## src/rtl/core/fsand_pkg.sv

```systemverilog
// Package for the falling sand grid engine: material codes, request codes,
// default sizes, random step and datapath commands. No dependencies.
package fsand_pkg;
   localparam int GRID_COLS_DEF  = 64;
   localparam int GRID_ROWS_DEF  = 64;
   localparam int SIDE_REACH_DEF = 3;

   localparam logic [2:0] K_EMPTY = 3'd0;
   localparam logic [2:0] K_SAND  = 3'd1;
   localparam logic [2:0] K_WATER = 3'd2;
   localparam logic [2:0] K_STONE = 3'd3;
   localparam logic [2:0] K_SNOW  = 3'd4;

   localparam logic [1:0] F_WRITE = 2'd0;
   localparam logic [1:0] F_READ  = 2'd1;
   localparam logic [1:0] F_TICK  = 2'd2;

   localparam logic [15:0] LFSR_TAPS = 16'hB400;

   // Commands from the controller to the datapath.
   typedef struct packed {
      logic rd;      // issue a memory read at the selected address
      logic wr;      // write the selected data at the selected address
      logic draw;    // advance the random generator
   } dp_cmd_type;

   function automatic logic [15:0] lfsr_next(input logic [15:0] v);
      logic [15:0] s;
      s = {1'b0, v[15:1]};
      if (v[0]) s = s ^ LFSR_TAPS;
      return s;
   endfunction
endpackage

```

## src/rtl/core/fsand_ctrl.sv

```systemverilog
// Controller of the falling sand engine: clearing pass, request handling and
// the cell-by-cell tick sequencer. Depends on fsand_pkg.
module fsand_ctrl #(
   parameter int GRID_COLS  = fsand_pkg::GRID_COLS_DEF,
   parameter int GRID_ROWS  = fsand_pkg::GRID_ROWS_DEF,
   parameter int SIDE_REACH = fsand_pkg::SIDE_REACH_DEF,
   parameter int CW = 6,
   parameter int RW = 6
) (
   input  logic              clock,
   input  logic              reset,
   input  logic              req_valid,
   output logic              req_ready,
   input  logic [1:0]        req_func,
   input  logic [5:0]        req_col,
   input  logic [5:0]        req_row,
   input  logic [2:0]        req_cell_kind,
   output logic              rsp_valid,
   input  logic              rsp_ready,
   output logic [1:0]        rsp_op_echo,
   output logic [2:0]        rsp_read_kind,
   input  logic              rnd_bit,
   input  logic [2:0]        mem_rdata,
   output fsand_pkg::dp_cmd_type cmd,
   output logic [CW-1:0]     acol,
   output logic [RW-1:0]     arow,
   output logic [2:0]        wdata
);
   localparam int SW = $clog2(SIDE_REACH + 1);
   localparam logic [CW:0] LAST_COL = (CW+1)'(GRID_COLS - 1);
   localparam logic [3:0]
      S_CLEAR = 4'd0, S_IDLE = 4'd1, S_READ = 4'd2, S_ROW = 4'd3,
      S_HERE = 4'd4, S_KIND = 4'd5, S_BELOW = 4'd6, S_DIAG = 4'd7,
      S_DGOT = 4'd8, S_SIDE = 4'd9, S_SGOT = 4'd10, S_SWAP = 4'd11,
      S_SWB = 4'd12, S_NEXT = 4'd13;

   logic [3:0] state_ff, state_in;
   logic [CW-1:0] x_ff, x_in, tx_ff, tx_in;
   logic [RW-1:0] y_ff, y_in, ty_ff, ty_in;
   logic [CW:0]   cnt_ff, cnt_in;
   logic ltr_ff, ltr_in, dleft_ff, dleft_in, try2_ff, try2_in;
   logic [SW-1:0] step_ff, step_in;
   logic [2:0] kind_ff, kind_in, okind_ff, okind_in, rk_ff, rk_in;
   logic [1:0] op_ff, op_in;
   logic rv_ff, rv_in;
   logic [CW+RW-1:0] clr_ff, clr_in;

   logic          in_grid;
   logic [RW-1:0] y_down;
   logic          sink_ok;   // the cell on mem_rdata can take the visited material
   logic          moving;
   int            offs;
   int            ncand;
   logic          nok;

   assign in_grid = (int'(req_col) < GRID_COLS) && (int'(req_row) < GRID_ROWS);
   assign y_down = y_ff + RW'(1);
   assign sink_ok = (mem_rdata == fsand_pkg::K_EMPTY) ||
                    (mem_rdata == fsand_pkg::K_WATER && kind_ff != fsand_pkg::K_WATER);
   assign moving = (mem_rdata == fsand_pkg::K_SAND) || (mem_rdata == fsand_pkg::K_SNOW) ||
                   (mem_rdata == fsand_pkg::K_WATER);
   assign req_ready = (state_ff == S_IDLE) && !rv_ff;
   assign rsp_valid = rv_ff;
   assign rsp_op_echo = op_ff;
   assign rsp_read_kind = rk_ff;

   always_ff @(posedge clock) begin
      if (reset) begin
         state_ff <= S_CLEAR;
         clr_ff <= '0;
         rv_ff <= 1'b0;
      end else begin
         state_ff <= state_in;
         clr_ff <= clr_in;
         rv_ff <= rv_in;
      end
      x_ff <= x_in; y_ff <= y_in; tx_ff <= tx_in; ty_ff <= ty_in;
      cnt_ff <= cnt_in; ltr_ff <= ltr_in; dleft_ff <= dleft_in; try2_ff <= try2_in;
      step_ff <= step_in; kind_ff <= kind_in; okind_ff <= okind_in;
      rk_ff <= rk_in; op_ff <= op_in;
   end

   always_comb begin
      state_in = state_ff; clr_in = clr_ff; rv_in = rv_ff;
      x_in = x_ff; y_in = y_ff; tx_in = tx_ff; ty_in = ty_ff;
      cnt_in = cnt_ff; ltr_in = ltr_ff; dleft_in = dleft_ff; try2_in = try2_ff;
      step_in = step_ff; kind_in = kind_ff; okind_in = okind_ff;
      rk_in = rk_ff; op_in = op_ff;
      cmd = '0; acol = x_ff; arow = y_ff; wdata = fsand_pkg::K_EMPTY;
      // Candidate column: one step for a diagonal, step_ff cells for water sideways.
      offs = (state_ff == S_SIDE) ? int'(step_ff) : 1;
      ncand = dleft_ff ? int'(x_ff) - offs : int'(x_ff) + offs;
      nok = (ncand >= 0) && (ncand < GRID_COLS);
      if (rv_ff && rsp_ready) rv_in = 1'b0;
      unique case (state_ff)
         S_CLEAR: begin
            acol = clr_ff[CW-1:0];
            arow = clr_ff[CW+RW-1:CW];
            cmd.wr = 1'b1;
            clr_in = clr_ff + (CW+RW)'(1);
            if (clr_ff == {(CW+RW){1'b1}}) state_in = S_IDLE;
         end
         S_IDLE: begin
            acol = CW'(req_col);
            arow = RW'(req_row);
            wdata = req_cell_kind;
            if (req_valid && req_ready) begin
               op_in = req_func;
               rk_in = fsand_pkg::K_EMPTY;
               unique case (req_func)
                  fsand_pkg::F_WRITE: begin
                     cmd.wr = in_grid && (req_cell_kind <= fsand_pkg::K_SNOW);
                     rv_in = 1'b1;
                  end
                  fsand_pkg::F_READ: begin
                     cmd.rd = in_grid;
                     state_in = in_grid ? S_READ : S_IDLE;
                     rv_in = !in_grid;
                  end
                  fsand_pkg::F_TICK: begin
                     y_in = RW'(GRID_ROWS - 2);
                     state_in = S_ROW;
                  end
                  default: begin
                     rv_in = 1'b1;
                  end
               endcase
            end
         end
         S_READ: begin
            rk_in = mem_rdata;
            rv_in = 1'b1;
            state_in = S_IDLE;
         end
         S_ROW: begin
            cmd.draw = 1'b1;
            ltr_in = !rnd_bit;
            x_in = rnd_bit ? CW'(GRID_COLS - 1) : '0;
            cnt_in = '0;
            state_in = S_HERE;
         end
         S_HERE: begin
            cmd.rd = 1'b1;
            state_in = S_KIND;
         end
         S_KIND: begin
            // The visited cell is on mem_rdata; fetch the one below if it can move.
            kind_in = mem_rdata;
            if (moving) begin
               arow = y_down;
               cmd.rd = 1'b1;
               state_in = S_BELOW;
            end else begin
               state_in = S_NEXT;
            end
         end
         S_BELOW: begin
            if (sink_ok) begin
               tx_in = x_ff; ty_in = y_down; okind_in = mem_rdata;
               state_in = S_SWAP;
            end else begin
               cmd.draw = 1'b1;
               dleft_in = !rnd_bit;
               try2_in = 1'b0;
               state_in = S_DIAG;
            end
         end
         S_DIAG: begin
            if (nok) begin
               acol = CW'(ncand); arow = y_down; cmd.rd = 1'b1;
               tx_in = CW'(ncand); ty_in = y_down;
               state_in = S_DGOT;
            end else if (!try2_ff) begin
               try2_in = 1'b1; dleft_in = !dleft_ff;
            end else if (kind_ff == fsand_pkg::K_WATER) begin
               cmd.draw = 1'b1; dleft_in = rnd_bit; step_in = SW'(1);
               state_in = S_SIDE;
            end else begin
               state_in = S_NEXT;
            end
         end
         S_DGOT: begin
            if (sink_ok) begin
               okind_in = mem_rdata;
               state_in = S_SWAP;
            end else if (!try2_ff) begin
               try2_in = 1'b1; dleft_in = !dleft_ff;
               state_in = S_DIAG;
            end else if (kind_ff == fsand_pkg::K_WATER) begin
               cmd.draw = 1'b1; dleft_in = rnd_bit; step_in = SW'(1);
               state_in = S_SIDE;
            end else begin
               state_in = S_NEXT;
            end
         end
         S_SIDE: begin
            // The grid edge ends the sideways search.
            if (nok) begin
               acol = CW'(ncand); cmd.rd = 1'b1;
               tx_in = CW'(ncand); ty_in = y_ff;
               state_in = S_SGOT;
            end else begin
               state_in = S_NEXT;
            end
         end
         S_SGOT: begin
            // An occupied cell is stepped over.
            if (mem_rdata == fsand_pkg::K_EMPTY) begin
               okind_in = fsand_pkg::K_EMPTY;
               state_in = S_SWAP;
            end else if (step_ff == SW'(SIDE_REACH)) begin
               state_in = S_NEXT;
            end else begin
               step_in = step_ff + SW'(1);
               state_in = S_SIDE;
            end
         end
         S_SWAP: begin
            acol = tx_ff; arow = ty_ff; wdata = kind_ff; cmd.wr = 1'b1;
            state_in = S_SWB;
         end
         S_SWB: begin
            wdata = okind_ff; cmd.wr = 1'b1;
            state_in = S_NEXT;
         end
         S_NEXT: begin
            if (cnt_ff == LAST_COL) begin
               if (y_ff == '0) begin
                  rv_in = 1'b1;
                  state_in = S_IDLE;
               end else begin
                  y_in = y_ff - RW'(1);
                  state_in = S_ROW;
               end
            end else begin
               cnt_in = cnt_ff + (CW+1)'(1);
               x_in = ltr_ff ? x_ff + CW'(1) : x_ff - CW'(1);
               state_in = S_HERE;
            end
         end
         default: begin
            state_in = S_IDLE;
         end
      endcase
   end
endmodule

```

## config.mk

```make
export PLATFORM = sky130hd
export DESIGN_NAME = fsand_ctrl
export DESIGN_NICKNAME = d
export VERILOG_FILES = /design/src/rtl/core/fsand_pkg.sv /design/src/rtl/core/fsand_ctrl.sv
export SDC_FILE = /design/constraint.sdc
export NUM_CORES = 1
export LEC_CHECK = 0
export BUFFER_PORTS_ARGS = -buffer_cell sky130_fd_sc_hd__buf_2
export CAP_MARGIN = 30
export CORE_MARGIN = 4
export CORE_UTILIZATION = 59
export DETAILED_ROUTE_END_ITERATION = 7
export HOLD_SLACK_MARGIN = 0.1
export MAX_ROUTING_LAYER = met4
export PLACE_DENSITY = 0.81
export SLEW_MARGIN = 15
export SYNTH_ARGS = -nofsm -noshare
export SYNTH_HDL_FRONTEND = slang
export SYNTH_SLANG_ARGS = --single-unit
```

## constraint.sdc

```tcl
create_clock -name clock -period 6.1 [get_ports clock]
set_input_delay 1.525 -clock clock [delete_from_list [all_inputs] [get_ports clock]]
set_output_delay 1.525 -clock clock [all_outputs]
set_load 0.01 [all_outputs]
```

==> flow_summary.ini, run 1 <==
[placed_design]
hpwlAfterDp_um = 7900
port_buffers = 49
placed_cells = 586
gpl.final_weighted_congestion = 0.923

[worst_setup_path]
rr_worst_depth = 8
worst_setup_path_startpoint = state_ff[0]
crit_chain = buf_4 > nor4bb_2 > nand2_1 > fa_1 > or4b_4 > o221ai_1 > o31a_1 > o21ai_1 > a211o_1 > buf_2
critical_path_class = flop to output pin
rr_startpoint = state_ff[0]
cp_num_buf_inv = 2
cp_max_fo = 26
max_stage_delay_ps = 530
crit_family = compound AO/OA/AOI/OAI gates
slowest_stage = or4b_4
r2r-end = ty_ff[2]
crit_arrival_ps = 3880
worst_setup_path_end_kind = output pin
reg2reg_slack_ps = 2610
required_ps = 4580
critPathLaunchType = flop

[timing]
max_freq_mhz = 185
finalCritPeriodShare_pct = 88.7
rsz0062_at_grt = no
slew_violations = 0
final-hold-violation-count = 0
slew_headroom_pct = 40.0
min_period_ps = 5410
clock_skew_ps = 12.6
fin_setup_tns_ps = 0
worst_slew_pin_slew_ps = 900
holdWs_ps = 509
setup_viol = 0

[hold_path]
hp-class = flop to flop
hold_end = clr_ff[5]
hold_depth = 2
min_from = clr_ff[5]

[logic_synthesis]
syn-num-nets = 503
async_flop_share_pct = 0
ys_seq_area_share_pct = 41.0
synth_area_leaders = edfxtp_1, dfxtp_1, ha_1, xnor2_1, nor2_1
synth_top_area_share_pct = 33.1
ys_types = 67
yosys.area.top_type = edfxtp_1
synth_edf_count = 47
syn_inst = 462
syn_area_um2 = 4270
avgSynthCellArea_um2 = 9.24
synth_flop_cell = edfxtp_1
ys_ff_latch = 64
ys.warnings.count = 0

[finish]
fin_cells = 602
drive_above_1_share_pct = 16.2
antenna_cells = 0
fillCellCount = 586
fin_nets = 542
areaGrowthSynthToFinish_pct = 12.0

[global_routing]
grt_pass1_wl_um = 17100
first_global_vias = 3441
antenna_found_initial = 0
globalRouteOverflowTotal = 0
grt_max_degree = 29
grt_usage_pct = 25.9

[floorplan]
initial_core_util_pct = 61.8
die_area_um2 = 8660
num_rows = 30
ios = 50
coreArea_um2 = 6910
die_h_um = 93.1
die_w_um = 93.1

[clock_tree]
cts_tree = yes
clock_tree.buffer_depth = 2
postCtsSetupRepairBufs = 0
clock-root-buffer = clkbuf_8
cts_inserted_buffers = 9
cts_hold_buf = 0
ctsResizeCount = 0
clkTransAtPathRegs_ps = 80
cts_sinks = 64
htreeDepth = 3
insertion_delay_ps = 350

[flow_run]
cap_violations = 0

[power_and_ir_drop]
power_uw = 860
power_density_nw_per_um2 = 180
ir_drop_mv = 0.132
p_leak_nw = 1.90

[drt]
dr_wl_met2_um = 4880
dr.first_iter.drc_count = 481
wl_met1_um = 4540
wl_met3_um = 880
drt.antenna.violating_nets = 0
highest_layer = met4
wl_per_cell_um = 17.4
num_vias = 3750
drt_wl_total_um = 10500
vias_per_cell = 6.23
firstDrtPassIters = 6
drcViolationCount = 0

[outcome]
status = finished, final reports clean
## per-layer routing
metal	vias up	global-route usage, %
met5	-	-
met3	18	7.80
met1	1751	34.2
li1	1803	-
met2	178	38.9
met4	0	6.96
## worst reg2reg max path, delay by kind of cell (launching register included)
kind | cells | cell delay [ps]
simple gates | 3 | 1180
mux | 1 | 230
fa+ha+maj | 1 | 450
buf+inv | 1 | 260
compound gates | 2 | 780
flops | 1 | 310
## metrics by stage
stage,cell area (µm²),setup slack (ps),utilization [%]
floorplan,4270,1220,-
global placement,4580,1260,66.3
detailed placement,4590,1110,66.4
CTS,4780,714,69.2
global route,4780,434,69.2
finish,4780,692,69.2
## how the worst max path moves through the flow
stage	end	cells past startpoint
global route	arow[4]	10
finish	arow[4]	10
CTS	arow[4]	10
detailed placement	arow[4]	10
floorplan	arow[3]	11
global placement	arow[5]	10
## flip-flops by register name, summed over array words and instances, names as in the netlist
signal and cells:
clr_ff 12, cnt_ff 7, tx_ff 6, ty_ff 6
x_ff 6, y_ff 6, state_ff 4, kind_ff 3
okind_ff 3, rsp_read_kind 3, rsp_op_echo 2, step_ff 2
dleft_ff 1, ltr_ff 1, rsp_valid 1, try2_ff 1
## synthesized netlist by cell type, types with 4 or more instances
master,instances
nand2b_1,7
o22ai_1,7
o21ai_1,7
and3_1,5
clkbuf_1,23
and2_1,8
a211o_1,5
mux2i_1,4
nor2b_1,7
nor3b_1,4
nand3_1,9
xor2_1,11
a21oi_1,24
nand3b_1,4
inv_1,30
edfxtp_1,47
dfxtp_1,17
o21ai_0,20
nand2_1,39
a222oi_1,10
a22oi_1,4
ha_1,13
xnor2_1,18
or3_1,8
nor2_1,40
nor3_1,15
## cells by family after synthesis
| kind of cell | count (synthesis) | share of synthesized area (%) |
|---|---|---|
| buffers and inverters | 58 | 5.16 |
| flip-flops | 64 | 41.0 |
| AND/OR/NAND/NOR | 166 | 20.9 |
| multiplexers | 6 | 1.47 |
| XOR/XNOR | 29 | 5.95 |
| adder cells (fa/ha/maj) | 16 | 5.22 |
| AO/OA/AOI/OAI | 123 | 20.3 |
## placed cells by master (no fill, tap or decap), types with 7 or more instances in the layout
cell type / instances
and2_1: 8
o21ai_0: 20
buf_2: 49
xnor2_1: 18
nand3_1: 9
o22ai_1: 7
clkbuf_8: 10
nor2b_1: 7
nand2_1: 39
a222oi_1: 10
nor3_1: 15
ha_1: 13
nor2_1: 40
a21oi_1: 24
or3_1: 8
o21ai_1: 7
buf_4: 7
inv_1: 30
nand2b_1: 7
dfxtp_1: 17
xor2_1: 11
edfxtp_1: 47
## report_power, final
part / total [mW] / leakage [nW] / internal [mW] / switching, mW
Combinational: 0.0336 / 1.24 / 0.0143 / 0.0193
Clock: 0.361 / 0.106 / 0.185 / 0.176
Sequential: 0.466 / 0.557 / 0.464 / 0.00196
Total: 0.860 / 1.90 / 0.663 / 0.197
## cell type report
cell class | instances | area, µm² | area share, %
Tap cell | 96 | 120 | 2.51
Multi-Input combinational cell | 340 | 2300 | 48.2
Clock buffer | 11 | 163 | 3.40
Timing Repair Buffer | 56 | 298 | 6.23
Sequential cell | 64 | 1750 | 36.6
Clock inverter | 5 | 32.5 | 0.680
Inverter | 30 | 113 | 2.36
Note: power is estimated with default switching activity, not from simulation.
==> run 2, diff against run 1 <==
--- a/config.mk
+++ b/config.mk
@@ -7,10 +7,10 @@
 export LEC_CHECK = 0
-export BUFFER_PORTS_ARGS = -buffer_cell sky130_fd_sc_hd__buf_2
 export CAP_MARGIN = 30
 export CORE_MARGIN = 4
-export CORE_UTILIZATION = 59
+export CORE_UTILIZATION = 63
 export DETAILED_ROUTE_END_ITERATION = 7
+export DONT_BUFFER_PORTS = 1
 export HOLD_SLACK_MARGIN = 0.1
 export MAX_ROUTING_LAYER = met4
-export PLACE_DENSITY = 0.81
+export PLACE_DENSITY = 0.79
 export SLEW_MARGIN = 15
==> constraint.sdc (replaced) <==
create_clock -name clock -period 6.1 [get_ports clock]
set_input_delay 0.915 -clock clock [delete_from_list [all_inputs] [get_ports clock]]
set_output_delay 0.915 -clock clock [all_outputs]
set_load 0.01 [all_outputs]
==> run 2 against run 1 <==
Net effect: first-iteration DRC count increased by 3.1%; critical path depth grew 1; die area down 5.8%; final cell count is 11% lower; largest cell class unchanged; highest routed layer unchanged.
==> flow_summary.ini, run 2 (synthesized netlist as in run 1, its figures left out) <==
[clock_tree]
cts_hold_buf = 0
cts_tree = yes
insertion_delay_ps = 350
postCtsSetupRepairBufs = 0
cts_inserted_buffers = 9
htreeDepth = 3
ctsResizeCount = 0
clock_tree.buffer_depth = 2
cts_sinks = 64
clock-root-buffer = clkbuf_8
clkTransAtPathRegs_ps = 70

[timing]
rsz0062_at_grt = no
holdWs_ps = 508
final.setup.worst_slack_ps = 1020
final-hold-violation-count = 0
slew_headroom_pct = 37.5
clock_skew_ps = 7.80
slew_violations = 0
fin_setup_tns_ps = 0
max_freq_mhz = 197
worst_slew_pin_slew_ps = 931
setup_viol = 0
finalCritPeriodShare_pct = 83.3
min_period_ps = 5080

[worst_setup_path]
cp_num_buf_inv = 2
crit_arrival_ps = 4170
worst_setup_path_startpoint = state_ff[1]
required_ps = 5180
crit_family = compound AO/OA/AOI/OAI gates
critical_path_depth = 11
cp_max_fo = 24
rr_startpoint = state_ff[1]
crit_chain = nor4bb_2 > buf_4 > nand2b_1 > ha_1 > inv_1 > fa_1 > or4b_4 > o221ai_1 > o31a_1 > o21ai_1 > a211o_1
max_stage_delay_ps = 900
reg2reg_slack_ps = 2250
worst_setup_path_end_kind = output pin
rr_worst_depth = 10
cp-endpoint = arow[5]
critical_path_class = flop to output pin
critPathLaunchType = flop
slowest_stage = dfxtp_1
r2r-end = tx_ff[3]

[floorplan]
num_rows = 29
initial_core_util_pct = 66.1
die_area_um2 = 8160
die_w_um = 90.3
coreArea_um2 = 6460
die_h_um = 90.3
ios = 50

[global_routing]
first_global_vias = 3220
grt_usage_pct = 27.2
grt_max_degree = 30
globalRouteOverflowTotal = 0
antenna_found_initial = 0
grt_pass1_wl_um = 17200

[drt]
drt_wl_total_um = 10600
wl_per_cell_um = 20.0
drcViolationCount = 0
dr.first_iter.drc_count = 496
drt.antenna.violating_nets = 0
vias_per_cell = 6.78
firstDrtPassIters = 6
num_vias = 3616

[finish]
areaGrowthSynthToFinish_pct = 4.95
layout_commonest_cell = edfxtp_1
reg_top3 = clr_ff x12, cnt_ff x7
antenna_cells = 0
drive_above_1_share_pct = 6.80
fin_nets = 492
fin_util_pct = 69.4
largest_reg_flops = 12
fillCellCount = 536
regMostFlops = clr_ff
layout_common_cells = edfxtp_1, nor2_1, nand2_1

[placed_design]
hpwlAfterDp_um = 7740
port_buffers = 0
gpl.final_weighted_congestion = 0.972
place_ws_ps = 1550

[power_and_ir_drop]
p_leak_nw = 1.66
ir_drop_mv = 0.113
power_density_nw_per_um2 = 178

[hold_path]
hp-class = flop to flop
min_from = clr_ff[9]

[flow_run]
cap_violations = 0

[outcome]
status = finished, final reports clean
-- run 2: area by class of cell --
type	count	area (µm²)	area share, %
Multi-Input combinational cell	340	2310	51.6
Sequential cell	64	1750	39.1
Clock buffer	10	128	2.85
Inverter	30	113	2.51
Tap cell	77	96.3	2.15
Timing Repair Buffer	6	45.0	1.01
Clock inverter	6	35.0	0.782
-- run 2: tightest hold or removal path, delay by kind of cell, from the launching register on --
family / cells / cell delay, ps
flops: 1 / 340
compound gates: 2 / 140
-- run 2: through the flow --
stage,total power [mW],instance area (µm²),std cells
after CTS,0.804,4480,533
after global routing,0.826,4480,533
after detailed placement,0.494,4320,517
after floorplan,0.493,4270,462
final,0.798,4480,533
after global placement,0.493,4310,516
-- run 2: where the power goes --
part / leakage [nW] / internal [mW] / switching [mW] / total (mW)
Clock: 0.0901 / 0.145 / 0.168 / 0.313
Combinational: 1.01 / 0.00797 / 0.0108 / 0.0188
Sequential: 0.557 / 0.464 / 0.00223 / 0.466
-- run 2: worst min path at each step --
stage                     depth (start not counted)        end  slack [ps]
after floorplan                                   2  clr_ff[9]         470
after detailed placement                          2  clr_ff[9]         500
final                                             2  clr_ff[9]         510
after global placement                            2  clr_ff[5]         480
after CTS                                         2  clr_ff[9]         510
after global routing                              2  clr_ff[5]         530
-- run 2: per-layer routing --
layer  vias up  global-route usage [%]  wire length (µm)
met5         -                       -                 0
met4         0                    9.18               202
met3        24                    7.83              1080
met2       196                    40.6              4960
met1      1703                    35.8              4410
li1       1693                       -                 -
==> run 3, diff against run 2 <==
- CORE_UTILIZATION: 63 -> 58
- PLACE_DENSITY: 0.79 -> 0.76
- clock period: 6.1 -> 4.5 ns (I/O delays scaled with it)
==> run 3 against run 2 <==
Net effect: the flow now finishes with violations (DRC); critical path depth is 2 lower; first-iteration DRC count is 6.9% lower; non-clock buffer count is 7 higher; cell area is 3.2% higher; final cell count is 5.4% higher; via count is 1.1% higher; critical endpoint unchanged; highest routed layer unchanged.
==> flow_summary.ini, run 3 (synthesized netlist as in run 1, its figures left out) <==
[timing]
holdWs_ps = 385
setup_viol = 0
fin_setup_tns_ps = 0
final.setup.worst_slack_ps = 184
clock_skew_ps = 5.08
rsz0062_at_grt = no
slew_violations = 0
final-hold-violation-count = 0
worst_slew_pin_slew_ps = 825
max_freq_mhz = 232
finalCritPeriodShare_pct = 95.9
slew_headroom_pct = 44.2
min_period_ps = 4320

[clock_tree]
cts_sinks = 64
htreeDepth = 3
clock_tree.buffer_depth = 2
postCtsSetupRepairBufs = 0
clock-root-buffer = clkbuf_8
cts_tree = yes
ctsResizeCount = 0
clkTransAtPathRegs_ps = 80
cts_hold_buf = 0
cts_inserted_buffers = 9
insertion_delay_ps = 350

[drt]
firstDrtPassIters = 8
dr.first_iter.drc_count = 462
drt.antenna.violating_nets = 0
drcViolationCount = 2
wl_per_cell_um = 18.9
drt_wl_total_um = 10600
num_vias = 3654
vias_per_cell = 6.50

[finish]
reg_top3 = clr_ff x12, cnt_ff x7
drive_above_1_share_pct = 8.42
layout_commonest_cell = edfxtp_1
largest_reg_flops = 12
fin_area_um2 = 4630
regMostFlops = clr_ff
fin_util_pct = 64.1
areaGrowthSynthToFinish_pct = 8.35
layout_common_cells = edfxtp_1, nor2_1, nand2_1
fin_cells = 562
fin_nets = 499
fillCellCount = 631
antenna_cells = 0

[power_and_ir_drop]
power_density_nw_per_um2 = 259
ir_drop_mv = 0.190
p_leak_nw = 1.72
power_mw = 1.20

[outcome]
status = finished, violations left
violations = DRC

[global_routing]
globalRouteOverflowTotal = 0
first_global_vias = 3335
grt_pass1_wl_um = 16800
grt_max_degree = 29
antenna_found_initial = 0
grt_usage_pct = 25.2

[worst_setup_path]
reg2reg_slack_ps = 1200
rr_startpoint = state_ff[0]
crit_arrival_ps = 3640
critPathLaunchType = flop
cp_max_fo = 12
rr_worst_depth = 8
worst_setup_path_end_kind = output pin
critical_path_class = flop to output pin
r2r-end = tx_ff[0]
required_ps = 3830

[placed_design]
gpl.final_weighted_congestion = 0.945
port_buffers = 0
place_ws_ps = 680
placed_cells = 546
dpl-instance-area_um2 = 4400
hpwlAfterDp_um = 7840

[floorplan]
ios = 50
die_w_um = 93.8
die_area_um2 = 8800
initial_core_util_pct = 59.2
die_h_um = 93.8
num_rows = 31
coreArea_um2 = 7210

[hold_path]
hold_end = clr_ff[7]
hold_depth = 1
hp-class = primary input to flop
min_from = reset

[flow_run]
cap_violations = 0
[run 3: cell types whose count changed in the layout (fill, tap and decap cells not counted)]
cell / delta
clkinv_4: +1
clkbuf_16: +3
clkinv_2: -3
clkbuf_1: -1
buf_4: +7
[run 3: metal layers]
layer	global-route usage (%)	wire [µm]	vias to the layer above
li1	-	-	1699
met3	6.89	1010	24
met5	-	0	-
met2	36.5	4800	186
met1	34.3	4640	1745
met4	8.42	186	0
[run 3: worst max path at each step]
stage                startpoint       to  cells past startpoint
global placement    state_ff[2]  arow[3]                      9
CTS                 state_ff[0]  arow[5]                      9
finish              state_ff[0]  arow[5]                      9
global route        state_ff[0]  arow[3]                      9
detailed placement  state_ff[0]  arow[5]                      9
floorplan           state_ff[3]  arow[3]                     11
[run 3: report_power, final]
part           switching, mW  total (mW)  internal, mW
logic                 0.0145      0.0260        0.0115
clock network          0.238       0.540         0.302
registers            0.00324       0.632         0.629
total                  0.256        1.20         0.942
[run 3: cell type report]
cell class                 count  area, µm²  area share (%)
clock buffer                  12        199            4.30
timing repair buffer          13       97.6            2.11
clock inverter                 4       28.8           0.622
inverter                      30        113            2.43
sequential                    64       1750            37.9
multi-input combinational    340       2310            50.0
tap                           99        124            2.68
[run 3: critical path, cell delays in order, from the launching register on]
cell,delay (ps)
dfxtp_1,340
nor4bb_2,290
buf_4,240
nand2_1,170
fa_1,440
or4b_4,520
o221ai_1,350
o31a_1,420
o21ai_1,150
a211o_1,380
